$ cat src/rtl/core/lsq_pkg.sv
// Shared types, constants and helpers of the load/store queue.
package lsq_pkg;

    localparam int QUEUE_DEPTH = 16;
    localparam int SLOT_W      = $clog2(QUEUE_DEPTH);
    localparam int CNT_W       = $clog2(QUEUE_DEPTH + 1);
    localparam int MAX_RESULTS = 16;
    localparam int RES_W       = $clog2(MAX_RESULTS + 1);

    localparam int IN_DATA_W  = 96;
    localparam int OUT_DATA_W = 168;

    localparam logic [4:0] CAP_RESET         = 5'd16;
    localparam logic [3:0] LOAD_PORTS_RESET  = 4'd2;
    localparam logic [3:0] STORE_PORTS_RESET = 4'd1;

    // register indexes (byte address = index * 4)
    localparam logic [1:0] REG_CAP    = 2'd0;
    localparam logic [1:0] REG_LPORTS = 2'd1;
    localparam logic [1:0] REG_SPORTS = 2'd2;

    typedef enum logic [2:0] {
        ACT_ADD_LOAD  = 3'd0,
        ACT_ADD_STORE = 3'd1,
        ACT_COMPLETE  = 3'd2,
        ACT_CONFLICT  = 3'd3,
        ACT_ISSUE     = 3'd4,
        ACT_RETIRE    = 3'd5,
        ACT_TICK      = 3'd6,
        ACT_CLEAR     = 3'd7
    } t_action;

    typedef enum logic [2:0] {
        REP_ADD      = 3'd0,
        REP_COMPLETE = 3'd1,
        REP_CONFLICT = 3'd2,
        REP_ISSUE    = 3'd3,
        REP_RETIRE   = 3'd4
    } t_reply;

    typedef struct packed {
        logic [15:0] tag;
        logic [63:0] addr;
        logic [7:0]  size;
        logic        is_load;
        logic        done;
        logic [31:0] itime;
        logic [31:0] ctime;
    } t_entry;

    typedef struct packed {
        logic [63:0] addr;
        logic [7:0]  size;
    } t_query;

    typedef struct packed {
        logic wr;
        logic cmpl;
        logic tok_load;
        logic tok_sel;
        logic tok_adv;
    } t_cell_ctl;

    typedef struct packed {
        t_reply      kind;
        logic        success;
        logic [3:0]  slot;
        logic [15:0] tag;
        logic [63:0] addr;
        logic [7:0]  size;
        logic        is_load;
        logic [31:0] itime;
        logic [31:0] ctime;
        logic        last;
        logic [4:0]  fill;
    } t_result;

    // a < b + t, exact (no wrap)
    function automatic logic below_end(logic [63:0] a, logic [63:0] b, logic [7:0] t);
        logic [63:0] d;
        d = a - b;
        return (a < b) || ((d[63:8] == 56'd0) && (d[7:0] < t));
    endfunction

    function automatic t_result make_result(t_reply kind, logic ok, logic [3:0] slot,
                                            t_entry e, logic [31:0] ctime,
                                            logic [4:0] fill);
        t_result r;
        r         = '0;
        r.kind    = kind;
        r.success = ok;
        r.fill    = fill;
        if (ok) begin
            r.slot    = slot;
            r.tag     = e.tag;
            r.addr    = e.addr;
            r.size    = e.size;
            r.is_load = e.is_load;
            r.itime   = e.itime;
            r.ctime   = ctime;
        end
        return r;
    endfunction

endpackage

$ cat src/rtl/core/lsq_cell.sv
// One queue slot: entry storage, local store-overlap compare and scan token stage.
module lsq_cell (
    input  logic              i_clk,
    input  logic              i_rst_n,
    input  lsq_pkg::t_cell_ctl i_ctl,
    input  lsq_pkg::t_entry   i_wdata,
    input  logic [31:0]       i_ctime,
    input  lsq_pkg::t_query   i_query,
    input  logic              i_tok_prev,
    output logic              o_tok,
    output lsq_pkg::t_entry   o_entry,
    output logic              o_match
);
    import lsq_pkg::*;

    t_entry r_entry;
    logic   r_tok;

    always_ff @(posedge i_clk) begin
        if (!i_rst_n) begin
            r_tok <= 1'b0;
        end else if (i_ctl.tok_load) begin
            r_tok <= i_ctl.tok_sel;
        end else if (i_ctl.tok_adv) begin
            r_tok <= i_tok_prev;
        end
    end

    always_ff @(posedge i_clk) begin
        if (i_ctl.wr) begin
            r_entry <= i_wdata;
        end else if (i_ctl.cmpl) begin
            r_entry.done  <= 1'b1;
            r_entry.ctime <= i_ctime;
        end
    end

    // pending store overlapping the query range
    assign o_match = !r_entry.is_load && !r_entry.done
                  && below_end(i_query.addr, r_entry.addr, r_entry.size)
                  && below_end(r_entry.addr, i_query.addr, i_query.size);

    assign o_tok   = r_tok;
    assign o_entry = r_entry;

endmodule

$ cat config.mk
export PLATFORM = sky130hd
export DESIGN_NAME = lsq_cell
export DESIGN_NICKNAME = d
export VERILOG_FILES = /design/src/rtl/core/lsq_pkg.sv /design/src/rtl/core/lsq_cell.sv
export SDC_FILE = /design/constraint.sdc
export NUM_CORES = 1
export LEC_CHECK = 0
export BUFFER_PORTS_ARGS = -buffer_cell sky130_fd_sc_hd__buf_2
export CAP_MARGIN = 10
export CORE_UTILIZATION = 48
export CTS_CLUSTER_SIZE = 25
export DETAILED_ROUTE_END_ITERATION = 10
export GPL_TIMING_DRIVEN = 0
export PLACE_DENSITY = 0.84
export SLEW_MARGIN = 20
export SYNTH_ARGS = -nofsm -noshare
export SYNTH_HDL_FRONTEND = slang
export SYNTH_SLANG_ARGS = --single-unit
export TNS_END_PERCENT = 5
$ cat constraint.sdc
create_clock -name i_clk -period 5 [get_ports i_clk]
set_input_delay 0.75 -clock i_clk [delete_from_list [all_inputs] [get_ports i_clk]]
set_output_delay 0.75 -clock i_clk [all_outputs]
set_load 0.005 [all_outputs]
==> results of run 1 <==
-- power breakdown --
group / switching [mW] / leakage [nW] / internal [mW]
logic: 1.34 / 6.03 / 0.714
registers: 0.0589 / 1.53 / 1.56
clock network: 0.629 / 0.296 / 0.760
total: 2.03 / 7.85 / 3.03
-- registers in the layout, summed over array words and instances (netlist names) --
| register | flops |
|---|---|
| o_tok | 1 |
| o_entry | 154 |
-- layout make-up --
type                    count  area share, %
diodes                      8          0.115
flip-flops and latches    155           26.7
repair buffers            423           12.4
well taps                 384           2.76
clock buffers              19           2.49
multi-input cells        1234           49.3
clock inverters            13          0.986
plain buffers              68           1.81
inverters                 163           3.52
-- routing by layer --
metal	track usage [%]	up-vias	part of all wire, %
met5	0	-	0
met4	21.9	0	5.6
met3	6.29	166	7.3
met2	66.9	883	48
met1	48.4	7257	40
li1	-	6830	-
-- through the flow --
stage / setup WS [ns] / total power [mW]
after floorplan: 0.0387 / 2.79
after global placement: -1.83 / 3.57
after detailed placement: -1.83 / 3.59
after CTS: -0.801 / 5.01
after global routing: -1.05 / 5.25
final: -1.00 / 5.06
-- kinds of logic after synthesis --
group / after synthesis / share of synthesized area, %
AOI/OAI and AO/OA: 558 / 24.6
and+or+nand+nor: 410 / 14.3
buffers and inverters: 231 / 6.60
DFF: 155 / 33.1
adders and majority gates: 144 / 13.0
xor gates and xnor gates: 72 / 4.50
muxes: 50 / 3.86
-- what timing repair did --
item                       CTS  global route
pin swaps                    8             0
setup endpoints to repair    1             1
cloned                       0             0
gates resized for setup     18             4
hold buffers                 0             0
buffers inserted             1             0
-- synthesized netlist by cell type, types with 3 or more instances --
| master | instances |
|---|---|
| or2_2 | 5 |
| o211a_1 | 3 |
| and3_1 | 6 |
| o21ai_1 | 8 |
| a21o_2 | 3 |
| a21oi_2 | 4 |
| a21o_1 | 27 |
| nor2b_1 | 3 |
| nor4_1 | 18 |
| o21bai_1 | 21 |
| clkbuf_1 | 34 |
| nor2_1 | 98 |
| o21ai_0 | 126 |
| o31ai_1 | 5 |
| mux2i_1 | 17 |
| ha_1 | 142 |
| mux2_2 | 33 |
| a31oi_1 | 18 |
| a41o_1 | 3 |
| and4_1 | 11 |
| nand3_1 | 23 |
| or3_1 | 8 |
| o221ai_1 | 6 |
| o211ai_1 | 18 |
| o2111ai_1 | 4 |
| nand2_1 | 129 |
| nand2b_1 | 12 |
| xnor2_1 | 43 |
| a2111oi_0 | 7 |
| buf_2 | 29 |
| a21oi_1 | 204 |
| nor3_1 | 29 |
| o21a_1 | 30 |
| nand4_1 | 47 |
| inv_1 | 163 |
| edfxtp_1 | 154 |
| a21boi_0 | 13 |
| o22ai_1 | 9 |
| and2_1 | 3 |
| a211oi_1 | 13 |
| xor2_1 | 29 |
-- worst min path at each step --
stage | start | endpoint | slack, ns | cells past startpoint
floorplan | o_tok$_SDFFE_PN0P_ | o_tok$_SDFFE_PN0P_ | 0.63 | 3
CTS | i_wdata[120] | o_entry[120]$_DFFE_PP_ | 0.44 | 1
global placement | o_tok$_SDFFE_PN0P_ | o_tok$_SDFFE_PN0P_ | 0.64 | 3
finish | i_wdata[117] | o_entry[117]$_DFFE_PP_ | 0.46 | 1
detailed placement | o_tok$_SDFFE_PN0P_ | o_tok$_SDFFE_PN0P_ | 0.69 | 3
global route | i_wdata[119] | o_entry[119]$_DFFE_PP_ | 0.45 | 1
-- cells in the final DEF, fill, tap and decap left out, types with 9 or more instances in the layout --
cell	Yosys	layout
a211oi_1	13	13
a21boi_0	13	13
a21o_1	27	27
a21oi_1	204	200
a31oi_1	18	17
and4_1	11	11
buf_2	29	449
clkbuf_1	34	36
clkbuf_16	0	17
edfxtp_1	154	154
ha_1	142	141
inv_1	163	163
mux2_2	33	33
mux2i_1	17	17
nand2_1	129	129
nand2b_1	12	12
nand3_1	23	23
nand4_1	47	47
nor2_1	98	98
nor3_1	29	27
nor4_1	18	15
o211ai_1	18	18
o21a_1	30	30
o21ai_0	126	124
o21ai_1	8	9
o21bai_1	21	21
o22ai_1	9	9
xnor2_1	43	42
xor2_1	29	29
==> metrics.md, run 1 <==
| Metric | Value |
|---|---|
| Status | complete, but fails checks |
| Failing checks | setup timing |
| Final Non-Filler Cells | about 2.5k |
| Post-placement cell count | around 2.4k |
| Critical path's largest stage delay | approximately 0.75 ns |
| Layout fillers | 2552 |
| Cell mode on critical path | nand4_1 |
| # IOs | approximately 420 |
| DR iter-0 viols | about 1.6k |
| First-pass GRT wire length | just under 90000 µm |
| Worst-Margin Slew | about 1.0 ns |
| Leakage | between 7 and 8 nW |
| Synth Instances | ~1.6k |
| Power per cell area | between 200 and 300 nW/µm² |
| CTS Buf Count | 17 |
| Critical Path RT | 4.25 ns |
| Die X | ~170 µm |
| Area Growth Syn to Fin | 24.0% |
| EDFF count, synth | around 150 |
| Post-Syn Area | about 14000 µm² |
| Post-synth top area cell | edfxtp_1 |
| Register-to-Register Setup Slack | between 4 and 5 ns |
| GRT Total Usage | approximately 40% |
| Gpl congestion | ~1.0 |
| Die Footprint | 29900 µm² |
| Register area share after synthesis | between 30% and 40% |
| Via count | between 15k and 20k |
| Synth warnings | 0 |
| DP Area | around 17000 µm² |
| Primary FF master, synth | edfxtp_1 |
| Port bufs | ~420 |
| Final Core Density | 60.6% |
| Routed WL per cell | 24.6 µm |
| Crit path time final | 6.00 ns |
| Multi-input gate area | roughly 8600 µm² |
| Fin area | 17400 µm² |
| Yosys cell types | 87 |
| # Max-Cap Violations | 0 |
| Synthesis-stage register bit count | between 150 and 200 |
| Syn nets | between 2k and 2.5k |
| Worst-Skew Late Latency | 0.45 ns |
| Clock buffer depth | 2 |
| DP Wirelength | roughly 50000 µm |
| Core ar. | 28700 µm² |
| Max H-tree Level | 4 |
| R2r endpoint | o_tok$_SDFFE_PN0P_ |
| CP top delay family | simple AND/OR/NAND/NOR gates |
| RR Startpoint | o_tok$_SDFFE_PN0P_ |
| TritonCTS clock tree | done |
| Final Max Tran Viols | 0 |
| Worst setup path endpoint | o_match |
| # DRC | 0 |
| CP Cell Sequence | ha_1 -> clkbuf_1 -> nand4_1 -> nor3_1 -> nand3_1 -> nand2_1 -> mux2i_1 -> nor4_1 -> o2111a_1 -> nand4_1 -> nor4_2 -> and4_1 -> o22a_1 -> buf_2 |
| Post-synthesis async set-or-reset flop share | 0% |
| Share of post-route cells with drive strength above 1 | approximately 27% |
| Crit path capture type | output port |
| Largest net degree at the start of global routing | 64 |
| Die Height | between 150 and 200 µm |
| Starting Density | approximately 49% |
| CP max FO | 10 |
| VDD IR max | approximately 0.30 mV |
| Max_slew headroom | 29.7% |
| Root buf cell | clkbuf_16 |
| GRT overflow | 0 |
| Yosys top cell area share | about a third |
| Final #Nets | 2472 |
| Post-route setup TNS | -1.00 ns |
| WP buf/inv | 2 |
| Min setup slack post-route | -1.00 ns |
| Vias in the first global route | ~15k |
| Crit. path cell count | 14 |
| Register Area | between 4000 and 5000 µm² |
| Routed vias/inst | just over 6 |
| Hold WC Path Type | in2reg |
| Maximum clock rate | about 170 MHz |
| RSZ-0062 raised after global routing | true |
| FP Rows | between 60 and 70 |
| Routed wire length | between 60000 and 70000 µm |
| Worst clock skew | 0 ns |
| Initial antenna violation count | 8 |
| Setup CP Type | reg2out |
| Final Hold Violating Endpoints | 0 |
| Worst path slowest cell | nor3_1 |
| Worst reg2reg path depth | 3 |
| Data arrival, critical path | approximately 5.3 ns |
| Num Clock Sinks | between 150 and 200 |
| Top cells by area, synth | edfxtp_1, ha_1, a21oi_1 |
| Drt first pass iters | 8 |
| Setup violators final | 1 |
| Mean Syn Cell Area | around 8.7 µm² |
| Worst-path clk slew | 0.07 ns |
| CP Launch Type | register |
| Post-route antenna net violation count | 0 |
| Worst setup startpoint | o_entry[121]$_DFFE_PP_ |
| Crit share post-route | 120% |
| Hold_ws | roughly 0.46 ns |
(Power assumes the default switching activity.)
==> inputs of run 2 (changes only) <==
Settings changed: REMOVE_ABC_BUFFERS from default to 1.
==> run 2 against run 1 <==
Net effect:
- the run still ends with setup timing left
- final cell count down 2.8%
- utilization fell by 1.1 points
- clock power is 7% lower
- sequential cell count stayed put
- combinational power shrank 2%
- fmax is 3.7% higher
- sequential power is essentially flat
- sequential share of layout area grew 0.47 points
- worst hold slack better by 0.00066 ns
- clock skew unchanged
==> metrics.md, run 2 (synthesis gave the netlist of run 1 again) <==
| Metric | Value |
|---|---|
| Worst-Margin Slew | 1.17 ns (was 1.04 ns) |
| CP Launch Type | register (unchanged) |
| GRT Total Usage | 37.2% (was 39.7%) |
| Clock Power Share | 26.4% (was 27.5%) |
| Power per cell area | 287 nW/µm² (was 291 nW/µm²) |
| # Max-Cap Violations | 0 (unchanged) |
| Vias in the first global route | 14.2k (was 14.8k) |
| Port bufs | 421 (unchanged) |
| First-pass GRT wire length | 84600 µm (was 88900 µm) |
| Hold_buf cts | 0 (unchanged) |
| Max_slew headroom | 21.0% (was 29.7%) |
| Core ar. | 28700 µm² (unchanged) |
| # IOs | 422 (unchanged) |
| Pint | 2.97 mW (was 3.03 mW) |
| CTS Buf Count | 17 (unchanged) |
| Final Hold Violating Endpoints | 0 (unchanged) |
| Setup CP Type | reg2out (unchanged) |
| Final Max Tran Viols | 0 (unchanged) |
| Initial antenna violation count | 6 (was 8) |
| Routed WL per cell | 23.9 µm (was 24.6 µm) |
| Most common cell after layout, fill and taps aside | buf_2 (unchanged) |
| # DRC | 0 (unchanged) |
| DP Area | 16300 µm² (was 16600 µm²) |
| Register share of total power | 32.8% (was 31.9%) |
| Leakage | 7.63 nW (was 7.85 nW) |
| DR iter-0 viols | 1711 (was 1605) |
| HP Start | i_wdata[115] (was i_wdata[117]) |
| Net Sw Frac | 39.6% (was 40.1%) |
| RSZ-0062 raised after global routing | true (unchanged) |
| Root buf cell | clkbuf_16 (unchanged) |
| Fin area | 17100 µm² (was 17400 µm²) |
| Max H-tree Level | 4 (unchanged) |
| Crit share post-route | 116% (was 120%) |
| Crit path capture type | output port (unchanged) |
| Sw Pwr | 1.94 mW (was 2.03 mW) |
| Worst clock skew | 0 ns (unchanged) |
| VDD IR max | 0.504 mV (was 0.298 mV) |
| TritonCTS clock tree | done (unchanged) |
| Die Height | 173 µm (unchanged) |
| Post-route antenna net violation count | 0 (unchanged) |
| Hold_ws | 0.465 ns (was 0.464 ns) |
| Worst-path clk slew | 0.07 ns (about the same) |
| Maximum clock rate | 173 MHz (was 167 MHz) |
| Routed vias/inst | 6.10 (was 6.14) |
| Gpl congestion | 1.02 (was 1.03) |
| Critical Path RT | 4.25 ns (about the same) |
| Via count | 14.6k (was 15.1k) |
| Clock buffer depth | 2 (unchanged) |
| Worst-Skew Late Latency | 0.45 ns (about the same) |
| Status | complete, but fails checks (unchanged) |
| Failing checks | setup timing (unchanged) |
| DP Wirelength | 47200 µm (was 50400 µm) |
| Post-placement cell count | 2358 (was 2426) |
| Hold WC Path Type | in2reg (unchanged) |
| Die X | 173 µm (unchanged) |
| Num Clock Sinks | 155 (unchanged) |
| Data arrival, critical path | 5.04 ns (was 5.25 ns) |
| GRT overflow | 0 (unchanged) |
| Die Footprint | 29900 µm² (unchanged) |
| Routed wire length | 57200 µm (was 60700 µm) |
| Drt first pass iters | 6 (was 8) |
| Comb power frac | 40.8% (was 40.6%) |
| Largest net degree at the start of global routing | 107 (was 64) |
| Area Growth Syn to Fin | 21.8% (was 24.0%) |
| FP Rows | 62 (unchanged) |
| Number of flip-flops under the largest register name | 154 (unchanged) |
| Post-route setup TNS | -0.785 ns (was -1.00 ns) |
| Crit path time final | 5.79 ns (was 6.00 ns) |
| Final #Nets | 2405 (was 2472) |
| Starting Density | 48.9% (unchanged) |
| Min setup slack post-route | -0.785 ns (was -1.00 ns) |
| CP max FO | 15 (was 10) |
| Final Non-Filler Cells | 2398 (was 2467) |
| Setup violators final | 1 (unchanged) |
| Worst setup startpoint | o_entry[124]$_DFFE_PP_ (was o_entry[121]$_DFFE_PP_) |
| RR Startpoint | o_tok$_SDFFE_PN0P_ (unchanged) |
| Share of post-route cells with drive strength above 1 | 27.3% (was 27.2%) |
| Most frequent cells in the layout | buf_2, a21oi_1, inv_1 (unchanged) |
run 2: cell count changes in the layout (fill, tap and decap cells not counted), moves of 4 or more:
cell      change
clkbuf_1     -34
nor4_2        +4
ha_1          -9
ha_2          +9
buf_2        -29
run 2: cell type report:
cell class,instances,area [µm²]
fill,2573,11600
multi-input combinational,1234,8610
sequential,155,4640
timing repair buffer,424,2160
inverter,163,612
tap,384,480
clock buffer,19,433
clock inverter,13,135
antenna,6,15.0
run 2: worst paths after layout:
| path | endpoint | slack, ns | cells after the start |
|---|---|---|---|
| setup / recovery | o_match | -0.79 | 13 |
| hold / removal | o_entry[115]$_DFFE_PP_ | 0.46 | 1 |
| setup reg to reg | o_tok$_SDFFE_PN0P_ | 4.15 | 3 |
| hold reg to reg | o_tok$_SDFFE_PN0P_ | 0.73 | 3 |
run 2: timing repair:
item | CTS | global route
gates cloned | 0 | 0
pin swaps | 7 | 0
gates resized for setup | 33 | 4
setup buffers | 2 | 0
endpoints found under the setup margin | 1 | 1
run 2: per-stage QoR:
step | total power [mW] | utilization (%) | setup WS (ns)
floorplan | 2.76 | - | -0.0291
global placement | 3.52 | 56.8 | -1.76
detailed placement | 3.54 | 56.9 | -1.60
CTS | 4.87 | 59.4 | -0.678
global route | 5.10 | 59.5 | -0.990
finish | 4.91 | 59.5 | -0.785
run 2: power groups by stage:
stage                     Combinational [mW]  Clock (mW)  Sequential (mW)
final                                   2.00        1.29             1.61
after global routing                    2.13        1.35             1.62
after CTS                               1.94        1.31             1.61
after detailed placement                1.90           0             1.64
after global placement                  1.88           0             1.64
after floorplan                         1.12           0             1.65
run 2: layer usage:
metal / vias to the layer above / track usage (%) / part of all wire, %
li1: 6719 / - / -
met1: 6900 / 45.5 / 39
met2: 860 / 63.4 / 48
met3: 137 / 6.95 / 8.3
met5: - / 0 / 0
met4: 0 / 16.9 / 4.5
run 2: worst max-delay path, cell delays in order (launching register included):
cell and delay [ns]:
edfxtp_1 0.41, ha_1 0.67, nand4_1 0.32, nor3_1 0.87, nand3_1 0.33, nand2_1 0.16
mux2i_1 0.13, nor4_1 0.48, o2111a_1 0.25, nand4_1 0.11, nor4_2 0.36, and4_1 0.23
o22a_1 0.14, buf_2 0.12
